$ cat src/rtl/fwsps_pkg.sv
// shared types and port widths for the flash write stager page splitter
package fwsps_pkg;

  // flash page and staging buffer sizes in bytes
  localparam int PAGE_BYTES   = 512;
  localparam int BUFFER_BYTES = 4096;

  // widths of the result fields as they appear on the ports
  localparam int PAGE_COLUMN_W = 9;
  localparam int BYTE_COUNT_W  = 10;
  localparam int BUF_OFFSET_W  = 12;
  localparam int FILL_INDEX_W  = 13;
  localparam int PACKET_LEN_W  = 10;
  localparam int ADDR_W        = 32;

  // commands from the controller to the datapath
  typedef struct packed {
    logic accept;   // input word taken this cycle
    logic step;     // emit one page command and advance
    logic load;     // output register takes a new word
  } cmd_t;

  // status from the datapath to the controller
  typedef struct packed {
    logic hit;        // accepted packet completes the staged block
    logic last_page;  // current page is the final one of the block
  } status_t;

endpackage

$ cat src/rtl/fwsps_ctrl.sv
// controller: handshake, output word valid and flush sequencing
module fwsps_ctrl (
  input  logic                clk,
  input  logic                rst,
  input  logic                in_valid,
  output logic                in_stall,
  output logic                out_valid,
  input  logic                out_stall,
  input  fwsps_pkg::status_t  sts,
  output fwsps_pkg::cmd_t     cmd
);

  typedef enum logic {
    S_IDLE,
    S_FLUSH
  } state_t;

  state_t state;
  logic   out_free;

  // output slot is free when empty or being drained this cycle
  always_comb begin
    out_free   = !out_valid || !out_stall;
    in_stall   = !(state == S_IDLE && out_free);
    cmd.accept = in_valid && !in_stall;
    cmd.step   = (state == S_FLUSH) && out_free;
    cmd.load   = (cmd.accept && !sts.hit) || cmd.step;
  end

  // state and output valid
  always_ff @(posedge clk) begin
    if (rst) begin
      state     <= S_IDLE;
      out_valid <= 1'b0;
    end else begin
      case (state)
        S_IDLE: begin
          if (cmd.accept && sts.hit) state <= S_FLUSH;
        end
        S_FLUSH: begin
          if (cmd.step && sts.last_page) state <= S_IDLE;
        end
        default: state <= S_IDLE;
      endcase
      if (cmd.load) out_valid <= 1'b1;
      else          out_valid <= out_valid && out_stall;
    end
  end

  // a completed block always starts a flush
  a_hit_flush: assert property (@(posedge clk) disable iff (rst)
    cmd.accept && sts.hit |=> state == S_FLUSH)
    else $error("block completion did not start a flush");

  // final page ends the flush
  a_last_idle: assert property (@(posedge clk) disable iff (rst)
    cmd.step && sts.last_page |=> state == S_IDLE)
    else $error("flush did not end after final page");

  // a pending word is never overwritten
  a_no_overwrite: assert property (@(posedge clk) disable iff (rst)
    cmd.load |-> !(out_valid && out_stall))
    else $error("output word overwritten while stalled");

endmodule

$ cat src/rtl/fwsps_datapath.sv
// datapath: request state, staging fill count and page command generation
module fwsps_datapath (
  input  logic                                   clk,
  input  logic                                   rst,
  input  logic                                   cfg_write,
  input  logic [fwsps_pkg::ADDR_W-1:0]           cfg_data,
  input  fwsps_pkg::cmd_t                        cmd,
  output fwsps_pkg::status_t                     sts,
  input  logic                                   new_request,
  input  logic [fwsps_pkg::ADDR_W-1:0]           byte_offset,
  input  logic [fwsps_pkg::ADDR_W-1:0]           request_length,
  input  logic [fwsps_pkg::PACKET_LEN_W-1:0]     packet_length,
  output logic                                   page_valid,
  output logic [fwsps_pkg::ADDR_W-1:0]           page_address,
  output logic [fwsps_pkg::PAGE_COLUMN_W-1:0]    page_column,
  output logic [fwsps_pkg::BYTE_COUNT_W-1:0]     byte_count,
  output logic [fwsps_pkg::BUF_OFFSET_W-1:0]     buffer_offset,
  output logic                                   read_modify_write,
  output logic [fwsps_pkg::FILL_INDEX_W-1:0]     next_fill_index,
  output logic                                   last
);

  localparam int AW = fwsps_pkg::ADDR_W;
  localparam int PW = $clog2(fwsps_pkg::PAGE_BYTES);
  localparam int BW = $clog2(fwsps_pkg::BUFFER_BYTES + 1);
  localparam int CW = (PW + 1 > BW) ? PW + 1 : BW;

  // block length chosen from what is left of the request
  function automatic logic [BW-1:0] pick_block(input logic [AW-1:0] rem);
    logic [BW-1:0] r;
    if (rem > AW'(fwsps_pkg::BUFFER_BYTES)) r = BW'(fwsps_pkg::BUFFER_BYTES);
    else                                    r = rem[BW-1:0];
    return r;
  endfunction

  logic [AW-1:0] disk_base;
  logic [AW-1:0] block_addr;
  logic [AW-1:0] remaining;
  logic [BW-1:0] block_length;
  logic [BW-1:0] fill_index;
  logic [BW-1:0] done;

  logic [AW-1:0] eff_addr;
  logic [AW-1:0] eff_rem;
  logic [BW-1:0] eff_blk;
  logic [BW-1:0] eff_fill;
  logic [BW:0]   sum;
  logic [BW-1:0] fill_sat;
  logic          blk_hit;

  logic [PW-1:0] poff;
  logic [PW:0]   chunk_full;
  logic [CW-1:0] chunk_c;
  logic [BW-1:0] chunk;
  logic [BW-1:0] size_left;
  logic [AW-1:0] rem_next;
  logic          page_last;

  // request values as seen by the packet being accepted
  always_comb begin
    eff_addr = new_request ? disk_base + byte_offset : block_addr;
    eff_rem  = new_request ? request_length : remaining;
    eff_blk  = new_request ? pick_block(request_length) : block_length;
    eff_fill = new_request ? '0 : fill_index;
    sum      = {1'b0, eff_fill} + (BW + 1)'(packet_length);
    if (sum > (BW + 1)'(fwsps_pkg::BUFFER_BYTES)) fill_sat = BW'(fwsps_pkg::BUFFER_BYTES);
    else                                          fill_sat = sum[BW-1:0];
    blk_hit  = (eff_blk != '0) && (eff_fill < eff_blk) && (sum == {1'b0, eff_blk});
  end

  // current page: up to the next page boundary, limited by what is left
  always_comb begin
    poff       = block_addr[PW-1:0];
    chunk_full = (PW + 1)'(fwsps_pkg::PAGE_BYTES) - {1'b0, poff};
    if (CW'(chunk_full) > CW'(block_length)) chunk_c = CW'(block_length);
    else                                     chunk_c = CW'(chunk_full);
    chunk     = BW'(chunk_c);
    size_left = block_length - chunk;
    rem_next  = remaining - AW'(chunk);
    page_last = (size_left == '0);
  end

  // status to the controller
  assign sts = '{hit: blk_hit, last_page: page_last};

  // request and block state
  always_ff @(posedge clk) begin
    if (rst) begin
      disk_base    <= '0;
      block_addr   <= '0;
      remaining    <= '0;
      block_length <= '0;
      fill_index   <= '0;
      done         <= '0;
    end else begin
      if (cfg_write) disk_base <= cfg_data;
      if (cmd.accept) begin
        block_addr   <= eff_addr;
        remaining    <= eff_rem;
        block_length <= eff_blk;
        fill_index   <= blk_hit ? '0 : fill_sat;
        done         <= '0;
      end else if (cmd.step) begin
        block_addr   <= block_addr + AW'(chunk);
        remaining    <= rem_next;
        block_length <= page_last ? pick_block(rem_next) : size_left;
        done         <= done + chunk;
      end
    end
  end

  // output word
  always_ff @(posedge clk) begin
    if (cmd.load) begin
      if (cmd.step) begin
        page_valid        <= 1'b1;
        page_address      <= block_addr & ~AW'(fwsps_pkg::PAGE_BYTES - 1);
        page_column       <= fwsps_pkg::PAGE_COLUMN_W'(poff);
        byte_count        <= fwsps_pkg::BYTE_COUNT_W'(chunk);
        buffer_offset     <= fwsps_pkg::BUF_OFFSET_W'(done);
        read_modify_write <= (CW'(chunk) < CW'(fwsps_pkg::PAGE_BYTES));
        next_fill_index   <= '0;
        last              <= page_last;
      end else begin
        page_valid        <= 1'b0;
        page_address      <= '0;
        page_column       <= '0;
        byte_count        <= '0;
        buffer_offset     <= '0;
        read_modify_write <= 1'b0;
        next_fill_index   <= fwsps_pkg::FILL_INDEX_W'(fill_sat);
        last              <= 1'b1;
      end
    end
  end

  // a page is only emitted while part of the block is still unwritten
  a_step_nonempty: assert property (@(posedge clk) disable iff (rst)
    cmd.step |-> block_length != '0)
    else $error("page step with empty block");

endmodule

$ cat src/rtl/flash_write_stager_page_splitter_unit.sv
// Top level: flash write stager page splitter.
// A packet word that leaves the block incomplete goes straight into the output register;
// one that completes it sets the flush state, and no packet is taken until the flush has
// emitted one page command per page (at most BUFFER_BYTES/PAGE_BYTES + 1 pages); the
// page sequencer hands one command per cycle to the single output register unless stalled.
// Reset (rst, synchronous): clears disk base, request state and fill index; no word pending.
module flash_write_stager_page_splitter_unit (
  input  logic                                   clk,
  input  logic                                   rst,
  input  logic                                   cfg_write,
  input  logic [fwsps_pkg::ADDR_W-1:0]           cfg_data,
  input  logic                                   in_valid,
  output logic                                   in_stall,
  input  logic                                   new_request,
  input  logic [fwsps_pkg::ADDR_W-1:0]           byte_offset,
  input  logic [fwsps_pkg::ADDR_W-1:0]           request_length,
  input  logic [fwsps_pkg::PACKET_LEN_W-1:0]     packet_length,
  output logic                                   out_valid,
  input  logic                                   out_stall,
  output logic                                   page_valid,
  output logic [fwsps_pkg::ADDR_W-1:0]           page_address,
  output logic [fwsps_pkg::PAGE_COLUMN_W-1:0]    page_column,
  output logic [fwsps_pkg::BYTE_COUNT_W-1:0]     byte_count,
  output logic [fwsps_pkg::BUF_OFFSET_W-1:0]     buffer_offset,
  output logic                                   read_modify_write,
  output logic [fwsps_pkg::FILL_INDEX_W-1:0]     next_fill_index,
  output logic                                   last
);

  fwsps_pkg::cmd_t    cmd;
  fwsps_pkg::status_t sts;

  // sequencing and handshake
  fwsps_ctrl u_ctrl (
    .clk       (clk),
    .rst       (rst),
    .in_valid  (in_valid),
    .in_stall  (in_stall),
    .out_valid (out_valid),
    .out_stall (out_stall),
    .sts       (sts),
    .cmd       (cmd)
  );

  // request state and page arithmetic
  fwsps_datapath u_datapath (
    .clk               (clk),
    .rst               (rst),
    .cfg_write         (cfg_write),
    .cfg_data          (cfg_data),
    .cmd               (cmd),
    .sts               (sts),
    .new_request       (new_request),
    .byte_offset       (byte_offset),
    .request_length    (request_length),
    .packet_length     (packet_length),
    .page_valid        (page_valid),
    .page_address      (page_address),
    .page_column       (page_column),
    .byte_count        (byte_count),
    .buffer_offset     (buffer_offset),
    .read_modify_write (read_modify_write),
    .next_fill_index   (next_fill_index),
    .last              (last)
  );

endmodule

$ cat config.mk
export PLATFORM = sky130hd
export DESIGN_NAME = flash_write_stager_page_splitter_unit
export DESIGN_NICKNAME = d
export VERILOG_FILES = /design/src/rtl/fwsps_pkg.sv /design/src/rtl/fwsps_ctrl.sv /design/src/rtl/fwsps_datapath.sv /design/src/rtl/flash_write_stager_page_splitter_unit.sv
export SDC_FILE = /design/constraint.sdc
export NUM_CORES = 1
export LEC_CHECK = 0
export BUFFER_PORTS_ARGS = -buffer_cell sky130_fd_sc_hd__buf_2
export CAP_MARGIN = 40
export CORE_MARGIN = 1
export CORE_UTILIZATION = 60
export DETAILED_ROUTE_END_ITERATION = 10
export PLACE_DENSITY = 0.82
export SYNTH_ARGS = -nofsm -noshare
export SYNTH_HDL_FRONTEND = slang
export SYNTH_HIERARCHICAL = 1
export SYNTH_SLANG_ARGS = --single-unit
$ cat constraint.sdc
create_clock -name clk -period 12.31 [get_ports clk]
set_input_delay 2.462 -clock clk [delete_from_list [all_inputs] [get_ports clk]]
set_output_delay 2.462 -clock clk [all_outputs]
set_load 0.03 [all_outputs]
Word level (Yosys, flattened, before mapping):

Index checks and enable logic that the tools add are counted.

* memory bits (writable): 0
* latch bits: 0
* bits in read-only memories: 0
* flip-flop bits (word level): 216
* memories kept: 0

* reduce and logical (&&, ||, !) cells: 20
* $mul: 0
* equality and inequality tests: 2
* div/mod/pow operators: 0
* bitwise operators: 1
* order comparisons: 6
* add/sub/neg operators: 7
* muxes and demuxes: 21
* shifts and indexed selects: 0

Operators with widths (count)
* 2-to-1 mux 32 bit: 6
* 2-to-1 mux 13 bit: 10
* > comparator 32 x 13 -> 1 bit, second input constant: 2
* adder 32 x 13 -> 32 bit: 1
* adder 32 bit: 1
* subtractor 32 x 13 -> 32 bit: 1
* adder 13 x 10 -> 14 bit: 1
* == test 14 x 13 -> 1 bit: 1
* > comparator 14 x 13 -> 1 bit, second input constant: 1
* adder 13 bit: 1
* > comparator 10 x 13 -> 1 bit: 1
* logical NOT 13 bit: 1
* < comparator 13 x 10 -> 1 bit, second input constant: 1
* < comparator 13 bit: 1
* nonzero test 13 bit: 1
* subtractor 13 bit: 1
* subtractor 10 x 9 -> 10 bit, first input constant: 1
* logical AND 1 bit: 9
* logical NOT 1 bit: 4
* 2-to-1 mux 1 bit: 4
* logical OR 1 bit: 2
* inequality test 2 bit, second input constant: 1
* one-hot mux 1 bit (2 select lines): 1
* AND reduction 2 bit: 1
* other kinds (3): 3

Depth between registers and ports, before layout:

Gate-level depths: netlist (run 1).

* word-level depth: 10
* depth in mapped cells: 27

By module:

Netlist (run 1), hierarchy kept.

By module, submodules not included
* fwsps_datapath: seq. area each 4784.6 µm², area each 15056.9 µm², cells each 1784, times used 1
* fwsps_ctrl: seq. area each 40.0 µm², area each 100.1 µm², cells each 13, times used 1

Worst setup path before layout (run 1):

No wires, ideal clock.

* kind: input -> register
* start: input port new_request
* end: register u_datapath/buffer_offset[0] (netlist name) (enable)
* slack: 2601 ps
* data arrival time: 9188 ps
* required time: 11788 ps
* cell stages on the path: 19
* buffers on the path: 5
* cell sequence: clkbuf_1 -> clkbuf_1 -> clkbuf_1 -> buf_1 -> nor2b_1 -> fa_1 -> a211oi_1 -> o21ai_0 -> a21oi_1 -> xor2_1 -> xnor2_1 -> nand2_1 -> a211oi_1 -> o211ai_1 -> nor4_1 -> buf_4 -> inv_1 -> a21oi_1 -> a21oi_1

RTL lines
* from (decl): line flash_write_stager_page_splitter_unit.sv:14 `input logic new_request,`
* to (signal assigned): line fwsps_datapath.sv:120 `buffer_offset <= fwsps_pkg::BUF_OFFSET_W'(done);`
* to (decl): line fwsps_datapath.sv:17 `output logic [fwsps_pkg::BUF_OFFSET_W-1:0] buffer_offset,`

Worst setup path after layout (run 1):

* start: register u_datapath.block_addr[2]
* end: register u_datapath.block_length[9]

* word-level cells in the longest chain between the ends: 9
* elaborated cells between the ends (all ways): 11

RTL lines
* from (decl): line fwsps_datapath.sv:37 `logic [AW-1:0] block_addr;`
* from (signal assigned): line fwsps_datapath.sv:98 `block_addr <= eff_addr;`
* from (signal assigned): line fwsps_datapath.sv:104 `block_addr <= block_addr + AW'(chunk);`
* subtractor 10 x 9 -> 10 bit *: line fwsps_datapath.sv:74 `chunk_full = (PW + 1)'(fwsps_pkg::PAGE_BYTES) - {1'b0, poff};`
* > comparator 10 x 13 -> 1 bit: line fwsps_datapath.sv:75 `if (CW'(chunk_full) > CW'(block_length)) chunk_c = CW'(block_length);`
* 2-to-1 mux 13 bit *: line fwsps_datapath.sv:75
* subtractor 32 x 13 -> 32 bit: line fwsps_datapath.sv:79 `rem_next = remaining - AW'(chunk);`
* > comparator 32 x 13 -> 1 bit: line fwsps_datapath.sv:31 `if (rem > AW'(fwsps_pkg::BUFFER_BYTES)) r = BW'(fwsps_pkg::BUFFER_BYTES);`
* 2-to-1 mux 13 bit: line fwsps_datapath.sv:31
* 2-to-1 mux 13 bit *: line fwsps_datapath.sv:106 `block_length <= page_last ? pick_block(rem_next) : size_left;`
* 2-to-1 mux 13 bit *: line fwsps_datapath.sv:103 `end else if (cmd.step) begin`
* 2-to-1 mux 13 bit *: line fwsps_datapath.sv:97 `if (cmd.accept) begin`
* to (signal assigned): line fwsps_datapath.sv:100 `block_length <= eff_blk;`
* to (signal assigned): line fwsps_datapath.sv:106
* to (decl): line fwsps_datapath.sv:39 `logic [BW-1:0] block_length;`

Every way passes the cells marked *; elsewhere a longest branch is shown, timed or not. The select of a mux whose other input is x is not followed.
A chain may end at the register's enable or synchronous reset.

==> results of run 1 <==
-- cells in the final DEF, fill, tap and decap left out, types with 30 or more instances in the layout --
master                     count
sky130_fd_sc_hd__nand3_1      42
sky130_fd_sc_hd__o21ai_0      89
sky130_fd_sc_hd__and2_1       47
sky130_fd_sc_hd__ha_1        111
sky130_fd_sc_hd__nor4_1       30
sky130_fd_sc_hd__nor3_1       58
sky130_fd_sc_hd__buf_2       183
sky130_fd_sc_hd__nand2_1     121
sky130_fd_sc_hd__xnor2_1      61
sky130_fd_sc_hd__nor2_1      199
sky130_fd_sc_hd__inv_1        62
sky130_fd_sc_hd__xor2_1       32
sky130_fd_sc_hd__mux2i_1      80
sky130_fd_sc_hd__dfxtp_1     136
sky130_fd_sc_hd__a21o_1       35
sky130_fd_sc_hd__edfxtp_1     70
sky130_fd_sc_hd__a21oi_1     114
sky130_fd_sc_hd__nor2b_1      30
sky130_fd_sc_hd__a211oi_1     55
-- state kept, by name, summed over array words and instances (netlist names), 12 cells and up --
register                    cells
u_datapath/buffer_offset       12
u_datapath/remaining           32
u_datapath/done                12
u_datapath/next_fill_index     13
u_datapath/fill_index          13
u_datapath/disk_base           32
u_datapath/page_address        23
u_datapath/block_length        13
u_datapath/block_addr          32
-- final timing paths --
check | endpoint | slack (ns) | start
worst max-delay path | u_datapath/block_length[9]$_SDFFE_PP0P_ | 5.25 | u_datapath/block_addr[2]$_SDFFE_PP0P_
worst min register to register | u_datapath/fill_index[6]$_SDFFE_PP0P_ | 0.44 | u_datapath/fill_index[6]$_SDFFE_PP0P_
worst max register to register | u_datapath/block_length[9]$_SDFFE_PP0P_ | 5.25 | u_datapath/block_addr[2]$_SDFFE_PP0P_
worst min-delay path | u_datapath/fill_index[6]$_SDFFE_PP0P_ | 0.44 | u_datapath/fill_index[6]$_SDFFE_PP0P_
-- through the flow --
step | power (mW) | utilization | setup WS [ns]
floorplan | 1.40 | - | 2.60
global placement | 1.59 | 0.662 | 4.98
detailed placement | 1.61 | 0.664 | 4.92
CTS | 2.36 | 0.698 | 5.45
global route | 2.49 | 0.698 | 5.02
finish | 2.38 | 0.698 | 5.25
-- cell families after synthesis --
| kind of cell | share of synthesized area |
|---|---|
| compound gates | 0.213 |
| simple gates | 0.215 |
| other cells | 0.000495 |
| flops | 0.318 |
| xor+xnor | 0.0537 |
| mux | 0.0558 |
| buf+inv | 0.0442 |
| fa+ha+maj | 0.0996 |
-- worst max-delay path, stage by stage (launching register included) --
cell and delay, ns:
sky130_fd_sc_hd__dfxtp_1 0.39, sky130_fd_sc_hd__nor4_1 0.41, sky130_fd_sc_hd__nor2b_1 0.22, sky130_fd_sc_hd__nand3_1 0.13, sky130_fd_sc_hd__xor2_1 0.20, sky130_fd_sc_hd__ha_1 0.31
sky130_fd_sc_hd__and3_1 0.18, sky130_fd_sc_hd__nand3_1 0.10, sky130_fd_sc_hd__o21ai_0 0.17, sky130_fd_sc_hd__o311a_1 0.59, sky130_fd_sc_hd__mux2i_1 0.76, sky130_fd_sc_hd__ha_1 0.47
sky130_fd_sc_hd__a21o_1 0.18, sky130_fd_sc_hd__nor3_1 0.05, sky130_fd_sc_hd__a21oi_1 0.76, sky130_fd_sc_hd__a21oi_1 0.24, sky130_fd_sc_hd__xor2_1 0.40, sky130_fd_sc_hd__nand4bb_4 0.18
sky130_fd_sc_hd__a2111oi_4 0.65, sky130_fd_sc_hd__or3b_1 0.41, sky130_fd_sc_hd__a31oi_1 0.17
-- power breakdown --
group	internal, mW	switching (mW)
Clock	0.461	0.294
Sequential	0.744	0.0370
Combinational	0.318	0.524
Total	1.52	0.855
-- layer usage --
layer / track usage / vias up
li1: - / 6935
met1: 0.447 / 7026
met2: 0.564 / 743
met3: 0.0496 / 121
met4: 0.143 / 0
met5: 0 / -
-- cell type report --
type | instances | area share
clock inverter | 11 | 0.00928
sequential | 206 | 0.282
timing repair buffer | 203 | 0.0634
clock buffer | 33 | 0.0389
multi-input combinational | 1441 | 0.569
antenna | 2 | 0.000292
inverter | 63 | 0.0138
tap | 324 | 0.0237
==> parameters.txt, run 1 <==
Parameter                              Value

Route
  Wire length the detailed router placed on met1    19.0 mm
  Number of vias in the routed layout    14800
  Met2 wire length    21.1 mm
  Antenna Violating Nets Remaining    0
  Vias per Instance    6.49
  Wire length per cell after detailed routing    20.0 µm
  Sum of routed wire length over all layers    45.7 mm
  Detailed Route Iter0 Violations    1308
  Met3 Routed Length    about 3.8 mm
  Highest layer used for signal routing    met4
  Initial DRT Pass Iterations    7
  DRC viols    0

Logic synthesis
  Post-synthesis cell area    15200 µm²
  Most used flip-flop cell after synthesis    sky130_fd_sc_hd__dfxtp_1
  Average size of a mapped cell    approximately 8.4 µm²
  Cell variety after synth    89
  Share of the synthesized area in the top cell type    0.180
  Commonest cells post-synth    sky130_fd_sc_hd__nor2_1 (201), sky130_fd_sc_hd__dfxtp_1 (136), sky130_fd_sc_hd__nand2_1 (121), sky130_fd_sc_hd__a21oi_1 (115), sky130_fd_sc_hd__ha_1 (111)
  Share of synthesized area occupied by flip-flops and latches    0.318
  Synth warn    6
  Most repeated cell in the gate-level netlist after synthesis    sky130_fd_sc_hd__nor2_1
  Synthesis-stage register bit count    206
  Number of synthesized flops with an enable pin    70
  Area contributors post-synth    sky130_fd_sc_hd__dfxtp_1 (18%), sky130_fd_sc_hd__edfxtp_1 (14%), sky130_fd_sc_hd__ha_1 (9.2%)
  Asr flop ratio synth    0
  Number of instances in the synthesized netlist    1797
  Cell type with the largest total area after synthesis    sky130_fd_sc_hd__dfxtp_1

Critical path
  Setup Crit Path Kind    flip-flop to flip-flop
  Launching element type of the critical path    flip-flop
  Category of the worst setup path capture point    flip-flop
  Cell depth of the worst flop-to-flop path    20
  Crit path required time    12.76 ns
  Worst-path maximum fanout    10
  Arrival @ worst endpoint    7.51 ns

Timing
  Minimum hold slack    0.445 ns
  RSZ-0062 raised after global routing    false
  Tcrit/Tclk final    0.573
  Peak clock frequency supported by timing    142 MHz
  Final-layout setup total negative slack    0 ns
  Number of hold violations in the final report    0
  Transition time of the tightest slew-check pin    0.933 ns
  Post-Route Skew    0.0126 ns
  Final setup viols    0
  Relative slew slack    0.360
  Post-layout min period    slightly above 7 ns
  Max-slew violation count    0

Layout
  Ratio of cells with drive above 1 in the final layout    0.139
  Layout Nets    2168
  Cell area after layout    17100 µm²
  Number of fillers in the final layout    2004
  Synth-to-Final Area Change    13.0%
  Final cell count without fillers    ~2300
  Multi-input gate area in the final layout    9740 µm²
  FF/Latch Area    just under 5000 µm²

Global route
  Number of antenna violations at the first check in global routing    2
  First-pass GRT wire length    71.6 mm
  Via count of the first global-routing pass    13800
  Maximum number of pins on one net before global-route repair    84
  Remaining Overflow, GRT    0
  GRT Overall Usage    0.342

Die
  Std-Cell Core Area    24500 µm²
  Die boundary width    161 µm
  Site row count    57
  Initial core utilization    0.618
  Die Span Y    161 µm
  Die area    between 20000 and 30000 µm²
  I/O pin count    193

CTS
  Number of H-tree levels    1
  Clock latency at the later pin of the worst-skew pair    ~0.54 ns
  TritonCTS clock tree    yes
  TritonCTS Sinks    206
  Clock slew at reported path FFs    0.06 ns
  Buffer levels on the longest clock path    3
  CTS buffer count    24
  Clock root buffer    sky130_fd_sc_hd__clkbuf_16
  Setup Fix Bufs, Post-CTS    0
  Number of hold buffers added after CTS    0
  Total of cells resized after clock tree synthesis    0

Power
  Power per cell area    about 140 nW/µm²
  Worst ir drop on vdd    0.110 mV
  Static Leakage    7.18 nW

Outcome
  Status    finished clean

Placed design
  Port Buffer Count    183
  Number of placed instances, taps included    2237
  GP Congestion    0.971
  Post-detailed-placement half-perimeter wirelength    roughly 33 mm
  Instance area at placement    16300 µm²

Job
  Number of max-cap violations    0

Min path
  Worst min-delay path category    flip-flop to flip-flop
  Hold-critical path depth    2
Power figures use the tool's default switching activity.
==> run 2: changes to the inputs <==
Clock period 12.31 ns to 7.3 ns, I/O delays scaled along.
==> run 2 against run 1 <==
  * Register-to-register slack got worse by 4.6 ns
  * First-iteration DRC count rose by 17%
  * Worst setup slack worse by 4.6 ns
  * Via count down 0.67%
  * Non-clock buffer count is 10 higher
  * Global-route usage up 0.70 points
  * Wire length is 0.49% higher
  * Critical path depth increased by 3
==> parameters.txt, run 2 (synthesis gave the netlist of run 1 again) <==
Parameter                              Value

Route
  Detailed Route Iter0 Violations    1534
  DRC viols    0
  Vias per Instance    6.43
  Wire length per cell after detailed routing    20.0 µm
  Number of vias in the routed layout    14700
  Sum of routed wire length over all layers    45.9 mm
  Antenna Violating Nets Remaining    0
  Initial DRT Pass Iterations    6

Global route
  Via count of the first global-routing pass    about 14000
  Remaining Overflow, GRT    0
  Number of antenna violations at the first check in global routing    0
  GRT Overall Usage    0.349
  First-pass GRT wire length    72.9 mm
  Maximum number of pins on one net before global-route repair    65

CTS
  Clock latency at the later pin of the worst-skew pair    0.54 ns
  CTS buffer count    24
  Clock slew at reported path FFs    0.07 ns
  Buffer levels on the longest clock path    3
  TritonCTS clock tree    yes
  Setup Fix Bufs, Post-CTS    0
  TritonCTS Sinks    206
  Number of H-tree levels    1
  Number of hold buffers added after CTS    0
  Total of cells resized after clock tree synthesis    0
  Clock root buffer    sky130_fd_sc_hd__clkbuf_16

Layout
  Most frequent standard cell in the layout excluding fill and tap cells    sky130_fd_sc_hd__nor2_1
  Ratio of cells with drive above 1 in the final layout    0.145
  Final cell count without fillers    2291
  Layout Nets    2178
  Highest-count cells in the layout ignoring fill and taps    sky130_fd_sc_hd__nor2_1 (199), sky130_fd_sc_hd__buf_2 (182), sky130_fd_sc_hd__dfxtp_1 (136)
  Final core utilization    0.703
  Total inserted antenna cells    0
  Synth-to-Final Area Change    13.7%
  Registers with the highest flip-flop counts    u_datapath/block_addr x32, u_datapath/disk_base x32, u_datapath/remaining x32

Outcome
  Status    finished clean

Placed design
  Number of placed instances, taps included    2247
  GP Congestion    0.999
  Post-detailed-placement half-perimeter wirelength    ~33 mm
  Worst setup slack before clock tree synthesis    roughly 0.8 ns
  Port Buffer Count    between 150 and 200

Critical path
  Reg-to-reg slack, setup    0.61 ns
  Setup Crit Path Kind    flip-flop to flip-flop
  Crit path required time    just under 8 ns
  Buffers and inverters on the worst path    2
  Cell chain of the critical path    nor4_1 -> nor2b_1 -> nand3_1 -> xor2_1 -> ha_1 -> and3_1 -> nand3_1 -> o21ai_0 -> o311a_1 -> mux2i_1 -> ha_1 -> inv_1 -> fa_1 -> a211oi_1 -> o21ai_0 -> a31oi_1 -> xnor2_1 -> a211o_1 -> nor4b_1 -> or2b_1 -> inv_1 -> and4_2 -> o31a_1
  Largest stage delay, worst path    0.58 ns
  Critical-path top delay cell    sky130_fd_sc_hd__o311a_1
  Launching element type of the critical path    flip-flop
  Category of the worst setup path capture point    flip-flop
  Arrival @ worst endpoint    7.17 ns
  Kind of cell adding the most delay to the critical path    compound AO/OA/AOI/OAI gates
  Worst-path maximum fanout    10

Timing
  Transition time of the tightest slew-check pin    0.890 ns
  Worst path setup slack after routing    0.608 ns
  Post-layout min period    6.69 ns
  Final-layout setup total negative slack    0 ns
  Tcrit/Tclk final    0.917
  Max-slew violation count    0
  Post-Route Skew    0.0206 ns
  Final setup viols    0
  RSZ-0062 raised after global routing    false
  Relative slew slack    0.403
  Number of hold violations in the final report    0
  Peak clock frequency supported by timing    149 MHz

Die
  I/O pin count    193
  Initial core utilization    0.618
  Die area    between 20000 and 30000 µm²
  Std-Cell Core Area    between 20000 and 25000 µm²
  Die Span Y    161 µm
  Site row count    57
  Die boundary width    161 µm

Power
  Worst ir drop on vdd    between 0.15 and 0.2 mV
  Power per cell area    roughly 230 nW/µm²
  Static Leakage    7.25 nW

Job
  Number of max-cap violations    0

Min path
  Worst min-delay path category    flip-flop to flip-flop
## run 2: cell type report
class / count / area [µm²]
Sequential cell: 206 / 4820
Tap cell: 324 / 405
Clock inverter: 12 / 180
Multi-Input combinational cell: 1441 / 9740
Fill cell: 2001 / 7300
Inverter: 63 / 236
Clock buffer: 32 / 661
Timing Repair Buffer: 213 / 1190
## run 2: path summary, 6_finish.rpt
path                                                            start  cells after the start                                       end
worst max-delay path            u_datapath/block_addr[2]$_SDFFE_PP0P_                     23  u_datapath/block_length[10]$_SDFFE_PP0P_
worst min-delay path            u_datapath/fill_index[8]$_SDFFE_PP0P_                      2     u_datapath/fill_index[8]$_SDFFE_PP0P_
worst max register to register  u_datapath/block_addr[2]$_SDFFE_PP0P_                     23  u_datapath/block_length[10]$_SDFFE_PP0P_
worst min register to register  u_datapath/fill_index[8]$_SDFFE_PP0P_                      2     u_datapath/fill_index[8]$_SDFFE_PP0P_
## run 2: routing by layer
layer | vias up | track usage | routed length [µm]
met4 | 0 | 0.108 | 1160
met5 | - | 0 | 0
li1 | 6936 | - | -
met3 | 91 | 0.0343 | 3520
met2 | 713 | 0.588 | 21600
met1 | 6986 | 0.472 | 19700
## run 2: where the power goes
part	total [mW]	switching, mW	internal (mW)	leakage, nW
combinational	1.44	0.891	0.551	5.03
clock	1.29	0.510	0.780	0.407
sequential	1.31	0.0596	1.25	1.82
## run 2: worst reg2reg max path: stages (launching register included)
cell and delay, ns:
sky130_fd_sc_hd__dfxtp_1 0.38, sky130_fd_sc_hd__nor4_1 0.37, sky130_fd_sc_hd__nor2b_1 0.22, sky130_fd_sc_hd__nand3_1 0.15, sky130_fd_sc_hd__xor2_1 0.19, sky130_fd_sc_hd__ha_1 0.29
sky130_fd_sc_hd__and3_1 0.16, sky130_fd_sc_hd__nand3_1 0.09, sky130_fd_sc_hd__o21ai_0 0.18, sky130_fd_sc_hd__o311a_1 0.58, sky130_fd_sc_hd__mux2i_1 0.56, sky130_fd_sc_hd__ha_1 0.27
sky130_fd_sc_hd__inv_1 0.06, sky130_fd_sc_hd__fa_1 0.43, sky130_fd_sc_hd__a211oi_1 0.32, sky130_fd_sc_hd__o21ai_0 0.17, sky130_fd_sc_hd__a31oi_1 0.47, sky130_fd_sc_hd__xnor2_1 0.18
sky130_fd_sc_hd__a211o_1 0.25, sky130_fd_sc_hd__nor4b_1 0.40, sky130_fd_sc_hd__or2b_1 0.31, sky130_fd_sc_hd__inv_1 0.23, sky130_fd_sc_hd__and4_2 0.27, sky130_fd_sc_hd__o31a_1 0.11
## run 2: through the flow
step	hold WS [ns]	area, µm²	power (mW)
6_report	0.443	17200	4.04
5_1_grt	0.456	17200	4.24
4_1_cts	0.442	17200	4.03
3_5_place_dp	0.428	16400	2.73
3_3_place_gp	0.421	16300	2.71
2_1_floorplan	0.412	15200	2.37
==> run 3: changes to the inputs <==
Settings changed: CORE_MARGIN 1 to 2, REMOVE_ABC_BUFFERS set to 1.
==> run 3 against run 2 <==
  * Clock skew decreased by 0.00081 ns
  * Total power increased by 0.29%
  * Largest power group unchanged
  * Sequential share of layout area barely moved
  * Design area decreased by 0.10%
==> parameters.txt, run 3 (synthesis gave the netlist of run 1 again) <==
Parameter                              Value

Timing
  Peak clock frequency supported by timing    148 MHz
  Transition time of the tightest slew-check pin    0.946 ns
  Final-layout setup total negative slack    0 ns
  RSZ-0062 raised after global routing    false
  Relative slew slack    0.369
  Final setup viols    0
  Post-Route Skew    0.0197 ns
  Number of hold violations in the final report    0
  Max-slew violation count    0
  Tcrit/Tclk final    0.924
  Minimum hold slack    approximately 0.45 ns
  Post-layout min period    6.74 ns

Route
  Wire length per cell after detailed routing    19.8 µm
  Initial DRT Pass Iterations    7
  Antenna Violating Nets Remaining    0
  Detailed Route Iter0 Violations    1288
  Vias per Instance    6.40
  DRC viols    0
  Sum of routed wire length over all layers    45.4 mm
  Number of vias in the routed layout    14700

Placed design
  Number of placed instances, taps included    2249
  Post-detailed-placement half-perimeter wirelength    33.2 mm
  GP Congestion    between 1 and 1.5
  Instance area at placement    roughly 16000 µm²
  Port Buffer Count    about 180

CTS
  Clock root buffer    sky130_fd_sc_hd__clkbuf_16
  Clock slew at reported path FFs    0.06 ns
  Clock latency at the later pin of the worst-skew pair    ~0.54 ns
  CTS buffer count    25
  Number of hold buffers added after CTS    0
  Setup Fix Bufs, Post-CTS    0
  Buffer levels on the longest clock path    3
  TritonCTS Sinks    around 210
  Number of H-tree levels    1
  Total of cells resized after clock tree synthesis    0
  TritonCTS clock tree    yes

Power
  Worst ir drop on vdd    0.224 mV
  Static Leakage    between 7 and 8 nW
  Power per cell area    236 nW/µm²
  Power, Total    4.06 mW

Critical path
  Setup Crit Path Kind    flip-flop to flip-flop
  Launching element type of the critical path    flip-flop
  Arrival @ worst endpoint    7.20 ns
  Crit path required time    7.76 ns
  Category of the worst setup path capture point    flip-flop
  Critical path origin    u_datapath/block_addr[2]$_SDFFE_PP0P_
  Stages on the worst setup path    22
  Critical-path top delay cell    sky130_fd_sc_hd__o311a_1
  Kind of cell adding the most delay to the critical path    compound AO/OA/AOI/OAI gates
  Critical R2R Launch    u_datapath/block_addr[2]$_SDFFE_PP0P_
  Largest stage delay, worst path    a little under 0.6 ns
  Timing endpoint of the critical path    u_datapath/block_length[9]$_SDFFE_PP0P_
  Reg-to-reg slack, setup    0.56 ns
  Worst-path maximum fanout    10
  Worst reg2reg endpoint    u_datapath/block_length[9]$_SDFFE_PP0P_
  Cell depth of the worst flop-to-flop path    22
  Buffers and inverters on the worst path    1
  Cell chain of the critical path    nor4_1 -> nor2b_1 -> nand3_1 -> xor2_1 -> ha_1 -> and3_1 -> nand3_1 -> o21ai_0 -> o311a_1 -> mux2i_1 -> ha_1 -> inv_1 -> fa_1 -> a211oi_1 -> o21ai_0 -> a31oi_1 -> xnor2_1 -> a211o_1 -> nor4b_1 -> or2b_1 -> or3b_1 -> a31oi_1

Die
  Initial core utilization    0.607
  Site row count    58
  Die area    26500 µm²
  Std-Cell Core Area    25000 µm²
  I/O pin count    193
  Die boundary width    163 µm
  Die Span Y    between 150 and 200 µm

Global route
  Number of antenna violations at the first check in global routing    1
  First-pass GRT wire length    71.8 mm
  Remaining Overflow, GRT    0
  GRT Overall Usage    0.336
  Via count of the first global-routing pass    around 14000
  Maximum number of pins on one net before global-route repair    74

Layout
  Most frequent standard cell in the layout excluding fill and tap cells    sky130_fd_sc_hd__nor2_1
  Highest-count cells in the layout ignoring fill and taps    sky130_fd_sc_hd__nor2_1 (199), sky130_fd_sc_hd__buf_2 (182), sky130_fd_sc_hd__dfxtp_1 (136)
  Layout Nets    roughly 2200
  Synth-to-Final Area Change    13.6%
  Ratio of cells with drive above 1 in the final layout    0.145
  Cell area after layout    17200 µm²
  Registers with the highest flip-flop counts    u_datapath/block_addr x32, u_datapath/disk_base x32, u_datapath/remaining x32
  Number of fillers in the final layout    2028
  Final cell count without fillers    around 2300

Min path
  Hold-critical path depth    2
  Worst min-delay path category    flip-flop to flip-flop

Job
  Number of max-cap violations    0

Outcome
  Status    finished clean
## run 3: cell count changes in the layout (fill, tap and decap cells not counted), sizes merged
cell and change:
buf -4, inv +3, clkbuf -3, diode +1, clkinvlp -1, clkinv +3
## run 3: where the power goes
part	switching [mW]	internal [mW]
clock	0.516	0.787
sequential	0.0598	1.25
combinational	0.892	0.548
total	1.47	2.59
## run 3: how the worst min path moves through the flow
stage	from	end	slack, ns
after floorplan	u_datapath/fill_index[2]$_SDFFE_PP0P_	u_datapath/fill_index[2]$_SDFFE_PP0P_	0.41
after global placement	u_datapath/fill_index[2]$_SDFFE_PP0P_	u_datapath/fill_index[2]$_SDFFE_PP0P_	0.42
after detailed placement	u_datapath/fill_index[2]$_SDFFE_PP0P_	u_datapath/fill_index[2]$_SDFFE_PP0P_	0.43
after CTS	u_datapath/fill_index[2]$_SDFFE_PP0P_	u_datapath/fill_index[2]$_SDFFE_PP0P_	0.45
after global routing	u_datapath/fill_index[9]$_SDFFE_PP0P_	u_datapath/fill_index[9]$_SDFFE_PP0P_	0.47
final	u_datapath/fill_index[8]$_SDFFE_PP0P_	u_datapath/fill_index[8]$_SDFFE_PP0P_	0.45
## run 3: worst reg2reg max path, stage by stage (launching register included)
cell                       delay [ns]
sky130_fd_sc_hd__dfxtp_1         0.38
sky130_fd_sc_hd__nor4_1          0.39
sky130_fd_sc_hd__nor2b_1         0.22
sky130_fd_sc_hd__nand3_1         0.13
sky130_fd_sc_hd__xor2_1          0.19
sky130_fd_sc_hd__ha_1            0.29
sky130_fd_sc_hd__and3_1          0.16
sky130_fd_sc_hd__nand3_1         0.09
sky130_fd_sc_hd__o21ai_0         0.17
sky130_fd_sc_hd__o311a_1         0.58
sky130_fd_sc_hd__mux2i_1         0.57
sky130_fd_sc_hd__ha_1            0.28
sky130_fd_sc_hd__inv_1           0.06
sky130_fd_sc_hd__fa_1            0.42
sky130_fd_sc_hd__a211oi_1        0.36
sky130_fd_sc_hd__o21ai_0         0.14
sky130_fd_sc_hd__a31oi_1         0.47
sky130_fd_sc_hd__xnor2_1         0.19
sky130_fd_sc_hd__a211o_1         0.25
sky130_fd_sc_hd__nor4b_1         0.45
sky130_fd_sc_hd__or2b_1          0.32
sky130_fd_sc_hd__or3b_1          0.38
sky130_fd_sc_hd__a31oi_1         0.18
## run 3: routing by layer
metal / share of wire / wire length (µm) / vias up / GRT usage
met5: 0 / 0 / - / 0
met4: 0.045 / 2040 / 0 / 0.137
met3: 0.089 / 4050 / 154 / 0.0604
met2: 0.44 / 19800 / 750 / 0.530
met1: 0.43 / 19400 / 6851 / 0.457
li1: - / - / 6928 / -
## run 3: final cells by class
cell class                      count  area (µm²)  share of cell area
Multi-Input combinational cell   1441        9740               0.566
Sequential cell                   206        4820               0.280
Timing Repair Buffer              209        1140              0.0661
Clock buffer                       29         651              0.0378
Tap cell                          330         413              0.0240
Inverter                           63         236              0.0137
Clock inverter                     17         211              0.0123
Antenna cell                        1        2.50            0.000145
## run 3: metrics by stage
step                       util  setup slack, ns
after CTS                 0.690            0.700
after global routing      0.690            0.235
after detailed placement  0.655            0.742
after floorplan               -            -1.55
after global placement    0.654            0.986
final                     0.690            0.556
